==> src/tmp_dly.sv <==
module tmp_dly #(
    parameter int WIDTH = 8,
    parameter int DEPTH = 2
) (
    input  logic             i_clk,
    input  logic             i_en,
    input  logic [WIDTH-1:0] i_d,
    output logic [WIDTH-1:0] o_q
);

    logic [WIDTH-1:0] r_tap [DEPTH];

    // Payload delay line that advances with the pipeline.
    always_ff @(posedge i_clk) begin
        if (i_en) begin
            r_tap[0] <= i_d;
            for (int k = 1; k < DEPTH; k++) begin
                r_tap[k] <= r_tap[k-1];
            end
        end
    end

    assign o_q = r_tap[DEPTH-1];

endmodule

==> config.mk <==
export PLATFORM = sky130hd
export DESIGN_NAME = tmp_dly
export DESIGN_NICKNAME = d
export VERILOG_FILES = /design/src/tmp_dly.sv
export SDC_FILE = /design/constraint.sdc
export NUM_CORES = 1
export LEC_CHECK = 0
export BUFFER_PORTS_ARGS = -buffer_cell sky130_fd_sc_hd__buf_4
export CORE_UTILIZATION = 35
export CTS_CLUSTER_DIAMETER = 60
export CTS_CLUSTER_SIZE = 20
export DETAILED_ROUTE_END_ITERATION = 8
export GPL_TIMING_DRIVEN = 0
export HOLD_SLACK_MARGIN = 0.05
export REMOVE_ABC_BUFFERS = 1
export SYNTH_ARGS = -nofsm -noshare
export SYNTH_HDL_FRONTEND = slang
export SYNTH_SLANG_ARGS = --single-unit
==> constraint.sdc <==
create_clock -name i_clk -period 1.1 [get_ports i_clk]
set_input_delay 0.165 -clock i_clk [delete_from_list [all_inputs] [get_ports i_clk]]
set_output_delay 0.165 -clock i_clk [all_outputs]
set_load 0.01 [all_outputs]
==> flow_metrics.env <==
export IMPL_outcome="completed"
export IMPL_utilization_pct=51.5
export IMPL_place_inst=48
export IMPL_crit_type="reg -> out"
export IMPL_r2r_slack_ns=0.46
export IMPL_ys_seq_area_share_pct=88.9
export IMPL_gr_total_overflow=0
export IMPL_cts_sinks=16
export IMPL_gp_congestion=0.611
export IMPL_path_delay_family="flip-flops"
export IMPL_tightest_slew_ns=0.199
export IMPL_path_clk_slew_ns=0.09
export IMPL_async_reset_ff_share_pct=0
export IMPL_yosysTopAreaCellShare_pct=88.9
export IMPL_wl_um=584
export IMPL_power_density_nw_per_um2=1590
export IMPL_drive_above_1_share_pct=47.6
export IMPL_setup_worst_path_end="o_q[1]"
export IMPL_multiInputGateArea_um2=0
export IMPL_fin_ws_ns=0.133
export IMPL_critPathRequiredTime_ns=0.94
export IMPL_rsz0062_at_grt="false"
export IMPL_vias_per_cell=4.07
export IMPL_final_fill_count=117
export IMPL_diodes=0
export IMPL_clk_path_buf_depth=2
export IMPL_cp_cell_sequence="buf_4"
export IMPL_antenna_found_initial=0
export IMPL_worst_path_max_delay_cell="edfxtp_1"
export IMPL_synth_edf_count=16
export IMPL_cts_buffers=3
export IMPL_vdd_ir_drop_max_v=0.000716
export IMPL_htreeDepth=1
export IMPL_synthTopCellsByCount="16 x edfxtp_1, 8 x buf_4"
export IMPL_largest_register="r_tap"
export IMPL_hold_viol=0
export IMPL_max_freq_mhz=1030
export IMPL_synth_area_um2=541
export IMPL_fp_dieArea_um2=1710
export IMPL_drv_slew=0
export IMPL_yosys_area_share_simple_pct=0
export IMPL_die_w_um=41.3
export IMPL_fin_cells=57
export IMPL_clock_latency_ns=0.28
export IMPL_rows=13
export IMPL_cap_violations=0
export IMPL_synth_top_cell_by_area="edfxtp_1"
export IMPL_min_period_ns=0.967
export IMPL_hold_path_class="in -> reg"
export IMPL_nets=53
export IMPL_fin_hold_ws_ns=0.0653
export IMPL_r2r_cells=0
export IMPL_io_buffers=17
export IMPL_start_util_pct=39.6
export IMPL_r2r_start="r_tap[0][6]"
export IMPL_critical_path_buf_inv_count=1
export IMPL_synth_mux_area_share_pct=0
export IMPL_synth_area_top_cells="edfxtp_1 89%, buf_4 11%"
export IMPL_synth_compound_area_share_pct=0
export IMPL_worstHoldStart="i_d[7]"
export IMPL_grt_pass1_wl_um=703
export IMPL_ys_ff_latch=16
export IMPL_dieHeight_um=41.3
export IMPL_routedWlPerCell_um=10.2
export IMPL_crit_cells=1
export IMPL_grt_total_usage_pct=7.00
export IMPL_ys_types=2
export IMPL_drtAntennaViolNets=0
export IMPL_crit_start="r_tap[0][9]"
export IMPL_startpoint_type="register"
export IMPL_endpoint_kind="output port"
export IMPL_grt_pass1_vias=180
export IMPL_dp_slack_ns=0.401
export IMPL_core_um2=1370
export IMPL_worst_path_max_fanout=1
export IMPL_dr_total_vias=232
export IMPL_synth_most_common_cell="edfxtp_1"
export IMPL_design_portCount=18
export IMPL_largest_reg_flops=16
export IMPL_max_slew_margin_pct=86.7
export IMPL_r2r_end="r_tap[0][14]"
export IMPL_worst_ep_arrival_time_ns=0.80
export IMPL_synth_top_family_by_area="buffers and inverters"
export IMPL_drcViolationCount=0
export IMPL_setup_viol=0
export IMPL_syn2layout_area_growth_pct=30.1
export IMPL_finalCritPeriodShare_pct=87.9
export IMPL_top_regs="r_tap: 16 flops"
export IMPL_yosys_most_used_dff="edfxtp_1"
export IMPL_grt_max_degree=17
export IMPL_syn_inst=24
export IMPL_cts_tree="done"
export IMPL_p_leak_uw=0.000275
export IMPL_slowest_delay_ns=0.38
export IMPL_setup_tns_final_ns=0
export IMPL_synth_fa_ha_area_share_pct=0
export IMPL_dr_pass1_iters=3
export IMPL_first_iter_violations=1
export IMPL_synth_xor_xnor_area_share_pct=0
export IMPL_nMultiInputCombCells=0
export IMPL_yosys_warnings=0
export IMPL_root_buffer="clkbuf_4"
export IMPL_avgSynthCellArea_um2=22.5
export IMPL_fin_skew_ns=0.00803
## power breakdown
| group | switching, uW | total (uW) | internal, uW |
|---|---|---|---|
| logic | 32.7 | 86.4 | 53.7 |
| registers | 9.96 | 732 | 722 |
| clock network | 171 | 302 | 131 |
| total | 213 | 1120 | 907 |
## what timing repair did
item,in CTS,in global routing
hold buffers,0,5
hold endpoints to repair,0,5
buffers inserted,0,0
resized for setup,0,0
## cells by family (layout without fill, tap and decap cells)
kind of cell	count (synthesis)	after routing
buffers and inverters	8	26
flip-flops	16	16
## worst min-delay path by stage
stage                        to  slack, ns  depth (start not counted)
floorplan           r_tap[0][0]       0.26                          0
global placement    r_tap[0][7]       0.34                          1
detailed placement  r_tap[0][2]       0.34                          1
CTS                 r_tap[0][2]       0.05                          1
global route        r_tap[0][7]       0.05                          1
finish              r_tap[0][7]       0.07                          1
## through the flow
step,area [um2],power [uW]
2_1_floorplan,480,756
3_3_place_gp,627,815
3_5_place_dp,627,820
4_1_cts,653,1110
5_1_grt,703,1150
6_report,703,1120
## cell usage in the layout (no fill, tap or decap)
cell type and instances:
clkbuf_4 3, edfxtp_1 16, dlygate4sd3_1 5, clkinv_1 1, buf_4 17
## routing by layer
metal	GRT usage [%]	vias to the layer above	share of wire, %
met2	10.5	13	45
met5	0	-	0
met1	7.86	104	45
li1	-	115	-
met4	4.84	0	0
met3	3.19	0	9.8
## area by class of cell
type	count	area (um2)	share of cell area (%)
timing repair buffer	22	178	25.3
tap	15	18.8	2.67
clock inverter	1	3.75	0.534
clock buffer	3	22.5	3.20
sequential	16	480	68.3
No activity file was read; power rests on OpenSTA's default activity.
