<file path="src/tmp_pkg.sv">
package tmp_pkg;

    // Internal working width of every magnitude, matching the saturating 64-bit datapath.
    localparam int DW = 64;

    // Latencies of the arithmetic units.
    localparam int MUL_LAT  = 2;
    localparam int DIV_LAT  = DW;
    localparam int SQRT_LAT = DW / 2;

    // Configuration register indexes.
    localparam logic [1:0] CFG_MAX_VELOCITY = 2'd0;
    localparam logic [1:0] CFG_ACCELERATION = 2'd1;

    typedef logic [DW-1:0] t_word;

    // One request as it travels down the pipeline; fields fill in stage by stage.
    typedef struct packed {
        t_word s;
        t_word g;
        t_word t;
        t_word span;
        t_word v;
        t_word a;
        t_word ta0;
        t_word vp_tri;
        t_word s2;
        t_word tc;
        t_word ta_tri;
        t_word vp;
        t_word ta;
        t_word t2;
        t_word t3;
        t_word x;
        t_word y;
        t_word m_ata;
        t_word m_ax;
        t_word lin;
        t_word vc;
        t_word h;
        t_word q;
        t_word hv;
        t_word rr;
        t_word l2;
        t_word p;
        logic  neg;
        logic  ph1;
        logic  ph2;
        logic  done;
    } t_item;

    // Unsigned add that clamps at all ones.
    function automatic t_word add_sat(t_word x, t_word y);
        logic [DW:0] r;
        r = {1'b0, x} + {1'b0, y};
        return r[DW] ? '1 : r[DW-1:0];
    endfunction

endpackage

</file>
<file path="src/tmp_sqrt.sv">
module tmp_sqrt (
    input  logic                          i_clk,
    input  logic                          i_en,
    input  tmp_pkg::t_word                i_rad,
    output logic [tmp_pkg::DW/2-1:0]      o_root
);
    import tmp_pkg::*;

    localparam int N  = DW / 2;
    localparam int RW = N + 2;

    t_word          r_rad  [N];
    logic [RW-1:0]  r_rem  [N];
    logic [N-1:0]   r_root [N];

    // Digit-by-digit integer square root, two radicand bits per stage.
    for (genvar k = 0; k < N; k++) begin : g_stage
        t_word         p_rad;
        logic [RW-1:0] p_rem;
        logic [N-1:0]  p_root;
        logic [RW+1:0] w_sh;
        logic [RW+1:0] w_trial;
        logic          w_fit;

        if (k == 0) begin : g_first
            assign p_rad  = i_rad;
            assign p_rem  = '0;
            assign p_root = '0;
        end else begin : g_next
            assign p_rad  = r_rad[k-1];
            assign p_rem  = r_rem[k-1];
            assign p_root = r_root[k-1];
        end

        assign w_sh    = {p_rem, p_rad[DW-1:DW-2]};
        assign w_trial = {2'b00, p_root, 2'b01};
        assign w_fit   = (w_sh >= w_trial);

        always_ff @(posedge i_clk) begin
            if (i_en) begin
                r_rad[k]  <= p_rad << 2;
                r_rem[k]  <= w_fit ? RW'(w_sh - w_trial) : w_sh[RW-1:0];
                r_root[k] <= {p_root[N-2:0], w_fit};
            end
        end
    end

    assign o_root = r_root[N-1];

endmodule

</file>
<file path="config.mk">
export PLATFORM = sky130hd
export DESIGN_NAME = tmp_sqrt
export DESIGN_NICKNAME = d
export VERILOG_FILES = /design/src/tmp_pkg.sv /design/src/tmp_sqrt.sv
export SDC_FILE = /design/constraint.sdc
export NUM_CORES = 2
export LEC_CHECK = 0
export BUFFER_PORTS_ARGS = -buffer_cell sky130_fd_sc_hd__buf_4
export CAP_MARGIN = 30
export CORE_MARGIN = 2
export CORE_UTILIZATION = 35
export DETAILED_ROUTE_END_ITERATION = 12
export PLACE_DENSITY = 0.45
export SLEW_MARGIN = 20
export SYNTH_ARGS = -nofsm -noshare
export SYNTH_HDL_FRONTEND = slang
export SYNTH_MEMORY_MAX_BITS = 65536
export SYNTH_SLANG_ARGS = --single-unit
</file>
<file path="constraint.sdc">
create_clock -name i_clk -period 5.16 [get_ports i_clk]
set_input_delay 0.516 -clock i_clk [delete_from_list [all_inputs] [get_ports i_clk]]
set_output_delay 0.516 -clock i_clk [all_outputs]
set_load 0.005 [all_outputs]
</file>
==> results.ini <==
[outcome]
status = complete, no violations

[finish]
layout-drive-gt1-share_pct = 7.870
final_core_util_pct = 40.21
fin_nets = 10030
area_growth_pct = 14.43
fillers = 31100
stdcell_area_sq_um = 134100

[floorplan]
die_w_um = 582.6
io_pins = 98
design.die.area_sq_um = 339400
core-area_sq_um = 333400
initial_utilization_pct = 35.14
rows = 212
die_h_um = 582.6

[min_path]
holdPathStages = 1
hold_path.class = in -> reg

[sta]
fin_crit_sh_pct = 80.99
rsz0062_at_grt = no
final.setup.worst_slack_ps = 980.8
period_minus_slack_ps = 4179
slew_violations = 0
hold_viol = 0
totalNegativeSetupSlack_ps = 0
worst_pin_slew_ps = 1040
skew_ps = 35.04
relSlewSlack_pct = 30.67
timing.fmax_mhz = 239.3
setup_viol = 0
fin_hold_ws_ps = 275.5

[setup_path]
worstPathBufferInverterCount = 0
cp_slowest_cell = or4b_2
crit_chain = ha_1 -> o21ai_0 -> a211oi_1 -> nor4b_1 -> o311ai_0 -> or4b_2 -> a31oi_1 -> o21ai_0 -> a21o_1 -> a2111oi_0 -> xor2_1
critPathMaxFanout = 4
r2r_cells = 11
crit_path_end_kind = register
worstPathArrival_ps = 4770
cp_common_cell = o21ai_0
crit_family = compound AO/OA/AOI/OAI gates
crit_type = reg -> reg
critical_path_depth = 11
critPathMaxStageDelay_ps = 700
required_ps = 5750
cp-start-kind = register

[synthesis]
yosys.area.top_type_share_pct = 64.66
synth.most_common_cell = edfxtp_1
synth.distinct_cells = 84
synthTopCellsByCount = edfxtp_1 (2523), inv_1 (733), a21oi_1 (609), ha_1 (562), nand2_1 (559)
async_reset_ff_share_pct = 0
synth.avg_cell_area_sq_um = 12.97
synthFlopType = edfxtp_1
synth_top_area_cell = edfxtp_1
yosysWarnings = 0
netlist_area_sq_um = 117200
ys_seq_area_share_pct = 64.66
synth_edf_count = 2523
yosys-top-cells-area = edfxtp_1 (65%), ha_1 (6.0%), xnor2_1 (3.5%), xor2_1 (2.9%), a21oi_1 (2.6%)
syn_nets = 9665
synth_seq_cells = 2523
syn-instance-count = 9037

[clock_network]
ctsHoldBuffers = 65
cts_tree = yes
cts_buffer_depth = 4
h-tree-depth = 5
numClockSinks = 2523
cts-root-buf = clkbuf_16
clkLatencyLatePin_ps = 880
cts_resized = 0
path_clk_slew_ps = 60
post_cts_buffers = 0
cts_buffers = 300

[power_and_ir_drop]
seqPwrFrac_pct = 46.0
power_leakage_uw = 0.05061
intPower_uw = 43260
switchingPower_uw = 17050
max-vdd-ir-drop_v = 0.0002525
p_sw_share_pct = 28.27
combPwrFrac_pct = 19.5
pwr-share-clk_pct = 34.5
power.density_nw_per_um2 = 449.9

[global_routing]
grt_pass1_wl_mm = 400.4
grt_pass1_vias = 70250
antenna_found_initial = 2
grt_max_degree = 168
grt.overflow.total = 0
grt_usage_pct = 14.80

[place]
placed_area_sq_um = 123700
preCtsSetupSlack_ps = 853.1
gp_congestion = 0.8378
hpwl_mm = 183.8
io_buffers = 97

[detailed_routing]
drc = 0
wire_per_inst_um = 18.29
ant_nets = 0
vias_per_cell = 4.965
firstDrtPassIters = 5
drt_wl_total_mm = 256.5
vias = 69620
drt_iter0_drc = 4133

[job]
cap_violations = 0

[area by class of cell]
| class | instances | area (sq um) | area share [%] |
|---|---|---|---|
| Sequential cell | 2523 | 75760 | 56.51 |
| Multi-Input combinational cell | 5595 | 38040 | 28.37 |
| Clock buffer | 367 | 7929 | 5.914 |
| Tap cell | 4387 | 5489 | 4.094 |
| Inverter | 733 | 2751 | 2.052 |
| Timing Repair Buffer | 250 | 2370 | 1.767 |
| Clock inverter | 163 | 1727 | 1.288 |
| Antenna cell | 4 | 10.01 | 0.007465 |
[power by group through the flow]
| stage | registers [uW] | logic [uW] | clock network, uW |
|---|---|---|---|
| after global routing | 28000 | 13200 | 22400 |
| after global placement | 28200 | 11700 | 0 |
| after CTS | 27800 | 11900 | 21700 |
| after floorplan | 27200 | 8630 | 0 |
| final | 27700 | 11800 | 20800 |
| after detailed placement | 28200 | 11800 | 0 |
[through the flow]
step	total power (uW)	cells
CTS	61340	14010
global placement	39870	13420
floorplan	35860	9037
finish	60320	14020
detailed placement	39960	13420
global route	63620	14020
[kinds of logic (layout without fill, tap and decap cells)]
family	Yosys count	in the layout	synth area share [%]
xor+xnor	846	846	6.324
fa+ha+maj	562	562	6.001
mux	74	74	0.6962
flops	2523	2523	64.66
simple gates	2306	2306	9.855
compound gates	1806	1806	9.486
buf+inv	919	1513	2.976
other cells	1	5	0.003200
[cells in the final DEF, fill, tap and decap left out, types with 65 or more instances in the layout]
cell type      instances
or3_1                 94
xor2_1               382
xnor2_1              464
a21oi_1              607
o21ai_0              448
clkbuf_16            308
nor2b_1               91
nand4_1              101
nand2b_1             112
nor2_1               534
nand3_1              168
edfxtp_1            2523
buf_4                152
inv_1                733
nor3_1               213
a21o_1               240
o21a_1                94
nor4_1               127
nand2_1              559
ha_1                 562
dlygate4sd3_1         65
[per-layer routing]
layer	up-vias	routed length (um)	GRT usage, %
li1	34170	-	-
met2	1120	127500	25.93
met4	0	8062	4.860
met3	453	8635	1.935
met1	33870	112400	18.84
met5	-	0	0
[worst paths after layout]
path	startpoint	end	slack (ps)
setup / recovery	r_rem[1][375]$_DFFE_PP_	r_rem[1][439]$_DFFE_PP_	980
hold / removal	i_en	r_rad[0][861]$_DFFE_PP_	280
setup reg to reg	r_rem[1][375]$_DFFE_PP_	r_rem[1][439]$_DFFE_PP_	980
hold reg to reg	r_rad[0][424]$_DFFE_PP_	r_rad[0][488]$_DFFE_PP_	400
[state kept, by name, indices dropped and copies added, names as in the netlist]
name    count
r_rem    1003
r_rad     992
r_root    528
Note: power is estimated with default switching activity, not from simulation.
